$ cat src/sv/lfbd_pkg.sv
package lfbd_pkg;

   // Register port address width: three 32-bit registers at byte addresses 0, 4, 8
   localparam int unsigned CSR_ADDR_W = 4;
   localparam int unsigned CSR_DATA_W = 32;

   // Register reset values
   localparam logic [7:0]  START_BYTE_RST    = 8'd126;
   localparam logic [7:0]  END_BYTE_RST      = 8'd127;
   localparam logic [15:0] TIMEOUT_TICKS_RST = 16'd1000;

   // Idle timer saturates at all ones
   localparam logic [15:0] TIMER_MAX = 16'hFFFF;

   // Input operation codes
   typedef enum logic [1:0] {
      OP_BYTE   = 2'd0,
      OP_TICK   = 2'd1,
      OP_STATUS = 2'd2,
      OP_RESET  = 2'd3
   } op_type;

   // Parser phases
   typedef enum logic [1:0] {
      PH_HUNT = 2'd0,
      PH_LEN  = 2'd1,
      PH_DATA = 2'd2,
      PH_END  = 2'd3
   } phase_type;

   // Result kinds
   typedef enum logic [2:0] {
      KIND_NONE    = 3'd0,
      KIND_PAYLOAD = 3'd1,
      KIND_GOOD    = 3'd2,
      KIND_BADEND  = 3'd3,
      KIND_TIMEOUT = 3'd4,
      KIND_STATUS  = 3'd5
   } kind_type;

   // Configuration seen by the parser
   typedef struct packed {
      logic [7:0]  start_byte;
      logic [7:0]  end_byte;
      logic [15:0] timeout_ticks;
   } cfg_type;

   // Parser state
   typedef struct packed {
      phase_type   phase;
      logic [7:0]  remaining;
      logic [7:0]  position;
      logic [15:0] idle_timer;
      logic        timeout_seen;
   } state_type;

   // One result transaction
   typedef struct packed {
      kind_type    out_kind;
      logic [7:0]  out_byte;
      logic [7:0]  byte_index;
      phase_type   parser_phase;
      logic        timeout_flag;
   } result_type;

endpackage

$ cat src/sv/lfbd_csr.sv
module lfbd_csr (
   input  logic                                clock,
   input  logic                                reset,
   input  logic                                csr_psel,
   input  logic                                csr_penable,
   input  logic                                csr_pwrite,
   input  logic [lfbd_pkg::CSR_ADDR_W-1:0]     csr_paddr,
   input  logic [lfbd_pkg::CSR_DATA_W-1:0]     csr_pwdata,
   output logic [lfbd_pkg::CSR_DATA_W-1:0]     csr_prdata,
   output logic                                csr_pready,
   output lfbd_pkg::cfg_type                   cfg
);

   // Register indexes (word address)
   localparam logic [1:0] REG_START_BYTE    = 2'd0;
   localparam logic [1:0] REG_END_BYTE      = 2'd1;
   localparam logic [1:0] REG_TIMEOUT_TICKS = 2'd2;

   logic [7:0]  start_byte_ff;
   logic [7:0]  end_byte_ff;
   logic [15:0] timeout_ticks_ff;
   logic        wr_en;
   logic [1:0]  reg_idx;

   assign csr_pready = 1'b1;
   assign wr_en      = csr_psel && csr_penable && csr_pwrite && csr_pready;
   assign reg_idx    = csr_paddr[3:2];

   // Register writes; unknown indexes are dropped
   always_ff @(posedge clock) begin
      if (reset) begin
         start_byte_ff    <= lfbd_pkg::START_BYTE_RST;
         end_byte_ff      <= lfbd_pkg::END_BYTE_RST;
         timeout_ticks_ff <= lfbd_pkg::TIMEOUT_TICKS_RST;
      end else if (wr_en) begin
         unique case (reg_idx)
            REG_START_BYTE:    start_byte_ff    <= csr_pwdata[7:0];
            REG_END_BYTE:      end_byte_ff      <= csr_pwdata[7:0];
            REG_TIMEOUT_TICKS: timeout_ticks_ff <= csr_pwdata[15:0];
            default: ;
         endcase
      end
   end

   // Read mux
   always_comb begin
      unique case (reg_idx)
         REG_START_BYTE:    csr_prdata = {24'd0, start_byte_ff};
         REG_END_BYTE:      csr_prdata = {24'd0, end_byte_ff};
         REG_TIMEOUT_TICKS: csr_prdata = {16'd0, timeout_ticks_ff};
         default:           csr_prdata = '0;
      endcase
   end

   assign cfg.start_byte    = start_byte_ff;
   assign cfg.end_byte      = end_byte_ff;
   assign cfg.timeout_ticks = timeout_ticks_ff;

endmodule

$ cat src/sv/lfbd_step.sv
module lfbd_step (
   input  lfbd_pkg::cfg_type     cfg,
   input  lfbd_pkg::state_type   cur,
   input  lfbd_pkg::op_type      op,
   input  logic [7:0]            rx_byte,
   output lfbd_pkg::state_type   nxt,
   output lfbd_pkg::result_type  res
);

   logic [15:0] timer_inc;

   // Saturating idle count for a tick
   assign timer_inc = (cur.idle_timer == lfbd_pkg::TIMER_MAX) ? cur.idle_timer
                                                             : cur.idle_timer + 16'd1;

   always_comb begin
      nxt              = cur;
      res.out_kind     = lfbd_pkg::KIND_NONE;
      res.out_byte     = 8'd0;
      res.byte_index   = 8'd0;
      res.timeout_flag = cur.timeout_seen;

      unique case (op)
         lfbd_pkg::OP_BYTE: begin
            nxt.idle_timer = 16'd0;
            unique case (cur.phase)
               lfbd_pkg::PH_HUNT: begin
                  if (rx_byte == cfg.start_byte) nxt.phase = lfbd_pkg::PH_LEN;
               end
               lfbd_pkg::PH_LEN: begin
                  nxt.remaining = rx_byte;
                  nxt.position  = 8'd0;
                  nxt.phase     = (rx_byte != 8'd0) ? lfbd_pkg::PH_DATA : lfbd_pkg::PH_HUNT;
               end
               lfbd_pkg::PH_DATA: begin
                  res.out_kind   = lfbd_pkg::KIND_PAYLOAD;
                  res.out_byte   = rx_byte;
                  res.byte_index = cur.position;
                  nxt.position   = cur.position + 8'd1;
                  nxt.remaining  = cur.remaining - 8'd1;
                  // last payload byte when one was left
                  if (cur.remaining == 8'd1) nxt.phase = lfbd_pkg::PH_END;
               end
               lfbd_pkg::PH_END: begin
                  if (rx_byte == cfg.end_byte) begin
                     res.out_kind = lfbd_pkg::KIND_GOOD;
                  end else begin
                     res.out_kind = lfbd_pkg::KIND_BADEND;
                     res.out_byte = rx_byte;
                  end
                  nxt.phase = lfbd_pkg::PH_HUNT;
               end
               default: ;
            endcase
         end
         lfbd_pkg::OP_TICK: begin
            if (cur.phase == lfbd_pkg::PH_HUNT) begin
               nxt.idle_timer = 16'd0;
            end else if (timer_inc >= cfg.timeout_ticks) begin
               // open frame went quiet too long
               nxt.timeout_seen = 1'b1;
               nxt.phase        = lfbd_pkg::PH_HUNT;
               nxt.idle_timer   = 16'd0;
               res.out_kind     = lfbd_pkg::KIND_TIMEOUT;
            end else begin
               nxt.idle_timer = timer_inc;
            end
            res.timeout_flag = nxt.timeout_seen;
         end
         lfbd_pkg::OP_STATUS: begin
            res.out_kind     = lfbd_pkg::KIND_STATUS;
            nxt.timeout_seen = 1'b0;
         end
         lfbd_pkg::OP_RESET: begin
            nxt.phase        = lfbd_pkg::PH_HUNT;
            nxt.remaining    = 8'd0;
            nxt.position     = 8'd0;
            nxt.idle_timer   = 16'd0;
            nxt.timeout_seen = 1'b0;
            res.timeout_flag = 1'b0;
         end
         default: ;
      endcase

      res.parser_phase = nxt.phase;
   end

endmodule

$ cat src/sv/length_framed_byte_deframer.sv
// A result is registered: it appears in the cycle after its input transaction is accepted.
// Throughput: one transaction per cycle unless a pending result is stalled; the parser state
// and the result register both update at the accepting edge, and the result register frees
// itself in the same cycle it is taken downstream.
// Reset (synchronous, active high): parser in hunt, counters and timeout flag
// cleared, no result pending, registers back to start 126, end 127, timeout 1000.
module length_framed_byte_deframer (
   input  logic                                clock,
   input  logic                                reset,
   // input channel
   input  logic                                req_valid,
   output logic                                req_stall,
   input  logic [1:0]                          req_op,
   input  logic [7:0]                          req_rx_byte,
   // result channel
   output logic                                rsp_valid,
   input  logic                                rsp_stall,
   output logic [2:0]                          rsp_out_kind,
   output logic [7:0]                          rsp_out_byte,
   output logic [7:0]                          rsp_byte_index,
   output logic [1:0]                          rsp_parser_phase,
   output logic                                rsp_timeout_flag,
   // register port
   input  logic                                csr_psel,
   input  logic                                csr_penable,
   input  logic                                csr_pwrite,
   input  logic [lfbd_pkg::CSR_ADDR_W-1:0]     csr_paddr,
   input  logic [lfbd_pkg::CSR_DATA_W-1:0]     csr_pwdata,
   output logic [lfbd_pkg::CSR_DATA_W-1:0]     csr_prdata,
   output logic                                csr_pready
);

   lfbd_pkg::cfg_type    cfg;
   lfbd_pkg::state_type  state_ff;
   lfbd_pkg::state_type  state_in;
   lfbd_pkg::result_type result_ff;
   lfbd_pkg::result_type result_in;
   logic                 rsp_valid_ff;
   logic                 rsp_valid_in;
   logic                 req_accept;

   lfbd_csr u_csr (
      .clock       (clock),
      .reset       (reset),
      .csr_psel    (csr_psel),
      .csr_penable (csr_penable),
      .csr_pwrite  (csr_pwrite),
      .csr_paddr   (csr_paddr),
      .csr_pwdata  (csr_pwdata),
      .csr_prdata  (csr_prdata),
      .csr_pready  (csr_pready),
      .cfg         (cfg)
   );

   lfbd_step u_step (
      .cfg     (cfg),
      .cur     (state_ff),
      .op      (lfbd_pkg::op_type'(req_op)),
      .rx_byte (req_rx_byte),
      .nxt     (state_in),
      .res     (result_in)
   );

   // Hold off input only while a result sits unclaimed
   assign req_stall  = rsp_valid_ff && rsp_stall;
   assign req_accept = req_valid && !req_stall;

   always_comb begin
      if (req_accept)     rsp_valid_in = 1'b1;
      else if (rsp_stall) rsp_valid_in = rsp_valid_ff;
      else                rsp_valid_in = 1'b0;
   end

   // Parser state, result register and valid flag
   always_ff @(posedge clock) begin
      if (reset) begin
         state_ff.phase        <= lfbd_pkg::PH_HUNT;
         state_ff.remaining    <= 8'd0;
         state_ff.position     <= 8'd0;
         state_ff.idle_timer   <= 16'd0;
         state_ff.timeout_seen <= 1'b0;
         rsp_valid_ff          <= 1'b0;
      end else begin
         rsp_valid_ff <= rsp_valid_in;
         if (req_accept) begin
            state_ff  <= state_in;
            result_ff <= result_in;
         end
      end
   end

   assign rsp_valid        = rsp_valid_ff;
   assign rsp_out_kind     = result_ff.out_kind;
   assign rsp_out_byte     = result_ff.out_byte;
   assign rsp_byte_index   = result_ff.byte_index;
   assign rsp_parser_phase = result_ff.parser_phase;
   assign rsp_timeout_flag = result_ff.timeout_flag;

`ifndef SYNTHESIS
   // A pending result that is stalled must block new input
   assert property (@(posedge clock) disable iff (reset)
      (rsp_valid && rsp_stall) |-> req_stall)
      else $error("input accepted while result stalled");

   // Parser reset leaves hunt phase and a clear flag
   assert property (@(posedge clock) disable iff (reset)
      (req_accept && req_op == lfbd_pkg::OP_RESET) |=>
      (rsp_valid && rsp_parser_phase == lfbd_pkg::PH_HUNT && !rsp_timeout_flag
       && state_ff.idle_timer == 16'd0))
      else $error("parser reset did not clear state");

   // Payload only comes out of data phase
   assert property (@(posedge clock) disable iff (reset)
      (rsp_valid && rsp_out_kind == lfbd_pkg::KIND_PAYLOAD) |->
      (rsp_parser_phase == lfbd_pkg::PH_DATA || rsp_parser_phase == lfbd_pkg::PH_END))
      else $error("payload outside data phase");

   // Timeout abort always returns to hunt with the flag set
   assert property (@(posedge clock) disable iff (reset)
      (rsp_valid && rsp_out_kind == lfbd_pkg::KIND_TIMEOUT) |->
      (rsp_parser_phase == lfbd_pkg::PH_HUNT && rsp_timeout_flag))
      else $error("timeout abort without flag or hunt");

   // Idle timer stays clear while hunting
   assert property (@(posedge clock) disable iff (reset)
      (state_ff.phase == lfbd_pkg::PH_HUNT) |-> (state_ff.idle_timer == 16'd0))
      else $error("idle timer running while hunting");
`endif

endmodule

$ cat config.mk
export PLATFORM = sky130hd
export DESIGN_NAME = length_framed_byte_deframer
export DESIGN_NICKNAME = d
export VERILOG_FILES = /design/src/sv/lfbd_pkg.sv /design/src/sv/lfbd_csr.sv /design/src/sv/lfbd_step.sv /design/src/sv/length_framed_byte_deframer.sv
export SDC_FILE = /design/constraint.sdc
export NUM_CORES = 1
export LEC_CHECK = 0
export BUFFER_PORTS_ARGS = -buffer_cell sky130_fd_sc_hd__buf_2
export CAP_MARGIN = 20
export CELL_PAD_IN_SITES_DETAIL_PLACEMENT = 0
export CELL_PAD_IN_SITES_GLOBAL_PLACEMENT = 1
export CORE_MARGIN = 2
export CORE_UTILIZATION = 37
export DETAILED_ROUTE_END_ITERATION = 8
export PLACE_DENSITY_LB_ADDON = 0.1
export SKIP_CTS_REPAIR_TIMING = 1
export SYNTH_ARGS = -nofsm -noshare
export SYNTH_HDL_FRONTEND = slang
export SYNTH_SLANG_ARGS = --single-unit
$ cat constraint.sdc
create_clock -name clock -period 3.2 [get_ports clock]
set_input_delay 0.48 -clock clock [delete_from_list [all_inputs] [get_ports clock]]
set_output_delay 0.48 -clock clock [all_outputs]
set_load 0.02 [all_outputs]
==> results.md <==
* Most Crowded Layer GR: met2
* Max frequency at 306.0 MHz
* Die X at 123.0 um
* Met3 usage at 4.336%
* Leak Pwr at 2.701 nW
* Largest area contributor in the netlist: dfxtp_1
* Port bufs at 74
* Post-synth ARST share at 0%
* CP Launch Type: flip-flop
* R2R cell count at 12
* Setup Skew at 0.007470 ns
* Grt met2 use at 31.11%
* Worst min path class: primary input to flip-flop
* Footprint of the multi-input gates at 3090 sq um
* Worst slew pin tran at 0.6937 ns
* Maximum VDD drop at 0.2560 mV
* Worst Setup EP: rsp_parser_phase[1]
* Avg Inst Size Synth at 8.665 sq um
* Synth Instances at 605
* 1st-pass router iterations at 4
* Worst r2r src: state_ff[8]
* ANT cells at 0
* Outcome: finished, violations left
* Gp weighted congestion at 0.7835
* Reg-to-reg setup timing slack at -0.07 ns
* Total track usage at 18.56%
* Final cell count without fillers at 899
* First DRT Iteration DRCs at 229
* CTS Buf Count at 9
* Final period util at 102.1%
* Routed Antenna Nets at 0
* Overall power at 2.614 mW
* Post-synth EDFFs at 22
* Arrival @ worst endpoint at 3.37 ns
* Capturing point of the worst reg2reg path: rsp_parser_phase[1]
* Final wirelength at 13.56 mm
* Critical Path Start: state_ff[8]
* Final nets at 797
* Root Buffer: clkbuf_16
* Setup ws final at -0.06835 ns
* Final Hold Vio Count at 0
* Num ports at 110
* Final Setup Violations at 3
* Setup CP Type: flip-flop to flip-flop
* Post-DP HPWL at 9.978 mm
* Largest net degree at the start of global routing at 41
* Skew-Pair Late Insertion Delay at 0.35 ns
* Crit path capture type: flip-flop
* DIE AREA at 15140 sq um
* CTS Buffer Depth at 2
* Most common cell after layout, fill and taps aside: buf_2
* CP max FO at 4
* Post-route DRC at 0
* Max Cap Viol at 0
* Vias/cell at 5.087
* Layout Area Growth over Synthesis at 24.73%
* Cell Rows at 43
* Cell Pwr Density at 399.8 nW/um^2
* Synth unique cells at 63
* CTS tree: done
* Synthesis Warnings at 0
* Final core occ at 47.11%
* Seq/Total Area, Yosys at 38.57%
* Crit path required time at 3.30 ns
* Placed insts at 882
* Unrepaired setup endpoints after global routing: yes
* Most frequent cells in the layout: buf_2, nand2_1, dfxtp_1, nor2_1, buf_4
* Die height at 123.0 um
* Clk sinks at 90
* H-tree Lvls at 3
* Met1 Use GR at 23.84%
* Hold_ws at 0.3350 ns
* Core ar. at 13880 sq um
* Fill count at 1383
* Wire per inst at 15.08 um
* Share of cells above drive strength 1 at 26.70%
* Vias in the first global route at 4376
* Area contributors post-synth: dfxtp_1, edfxtp_1, ha_1
* Register area at 2029 sq um
* Tmin final at 3.268 ns
* Post-synth top area share at 25.97%
* Routed vias at 4573
* Clk pin slew, worst setup/hold paths at 0.07 ns
* Most used DFF post-synth: dfxtp_1
* Slew Viols, Final at 0
* First-pass GRT wire length at 21.84 mm
* Initial antenna violation count at 0
* Slew HR at 53.58%
* Initial Utilization at 37.77%
* Post-synthesis cell area at 5243 sq um
* Synth Register Bits at 90
* Failing checks: setup timing
* GRT overflow at 0
[cell usage after synthesis (all sizes together) (6+ instances only)]
master / number
dfxtp: 68
and2: 15
mux2i: 14
o21a: 6
nand2: 69
or2: 7
a21oi: 34
edfxtp: 22
ha: 30
clkbuf: 24
a211oi: 6
nand3b: 8
xor2: 21
a22oi: 15
o21ai: 28
and3: 9
nand3: 9
a211o: 12
nor2b: 14
buf: 19
inv: 28
nor2: 63
nor3: 7
nand4: 10
or3: 6
nor4: 8
[worst max-delay path, stage by stage (launching register included)]
cell and delay [ns]:
dfxtp_2 0.35, nand4_1 0.19, or3_4 0.48, buf_4 0.15, nand3_2 0.08, xnor2_2 0.09
ha_1 0.29, nand4_1 0.14, or3_4 0.41, or3_4 0.35, a31oi_4 0.25, o22a_4 0.19
o21ai_2 0.05
[registers in the layout, indices dropped and copies added, names as in the netlist]
| register | flops |
|---|---|
| rsp_out_kind | 3 |
| state_ff | 35 |
| u_csr.start_byte_ff | 8 |
| rsp_timeout_flag | 1 |
| rsp_byte_index | 8 |
| rsp_out_byte | 8 |
| u_csr.timeout_ticks_ff | 16 |
| u_csr.end_byte_ff | 8 |
| rsp_valid | 1 |
| rsp_parser_phase | 2 |
[final cells by class]
cell class / count / area share [%]
multi-input cells: 459 / 47.26
well taps: 180 / 3.444
clock buffers: 9 / 3.444
clock inverters: 7 / 1.512
flip-flops and latches: 90 / 31.04
inverters: 28 / 1.607
repair buffers: 126 / 11.69
[power by group]
group	switching [mW]	total, mW	internal, mW	leakage, nW
sequential	0.0134	1.20	1.18	0.760
clock	0.476	1.17	0.690	0.156
combinational	0.166	0.251	0.0853	1.78
total	0.656	2.61	1.96	2.70
[per-stage QoR]
| stage | worst slack, ns | instance area (sq um) | TNS [ns] |
|---|---|---|---|
| finish | -0.06835 | 6539 | -0.1672 |
| detailed placement | -0.08448 | 6075 | -0.2374 |
| global placement | -0.07843 | 6075 | -0.2131 |
| CTS | -0.1045 | 6399 | -0.3524 |
| global route | -0.1953 | 6539 | -1.884 |
| floorplan | 0.007446 | 5315 | 0 |
[worst min path at each step]
stage	start	to	slack, ns	depth (start not counted)
final	csr_pwdata[9]	u_csr.timeout_ticks_ff[9]	0.33	2
after global routing	req_valid	rsp_valid	0.34	3
after CTS	csr_pwdata[9]	u_csr.timeout_ticks_ff[9]	0.32	2
after detailed placement	u_csr.timeout_ticks_ff[12]	u_csr.timeout_ticks_ff[12]	0.47	2
after global placement	u_csr.timeout_ticks_ff[12]	u_csr.timeout_ticks_ff[12]	0.46	2
after floorplan	u_csr.timeout_ticks_ff[10]	u_csr.timeout_ticks_ff[10]	0.44	2
[logic make-up after synthesis]
logic type               Yosys count  share of synthesized area [%]
AND/OR/NAND/NOR                  239                          22.86
AO/OA/AOI/OAI                    130                          17.23
flip-flops                        90                          38.57
buffers and inverters             71                          6.324
adder cells (fa/ha/maj)           30                          7.160
XOR/XNOR                          25                          4.177
multiplexers                      18                          3.532
other                              2                         0.1433
[routing by layer]
layer  up-vias  wire [um]
met5         -          0
met4         0        249
met3        16        564
met2        97       6305
met1      2140       6440
li1       2320          -
No activity file was read; power rests on OpenSTA's default activity.
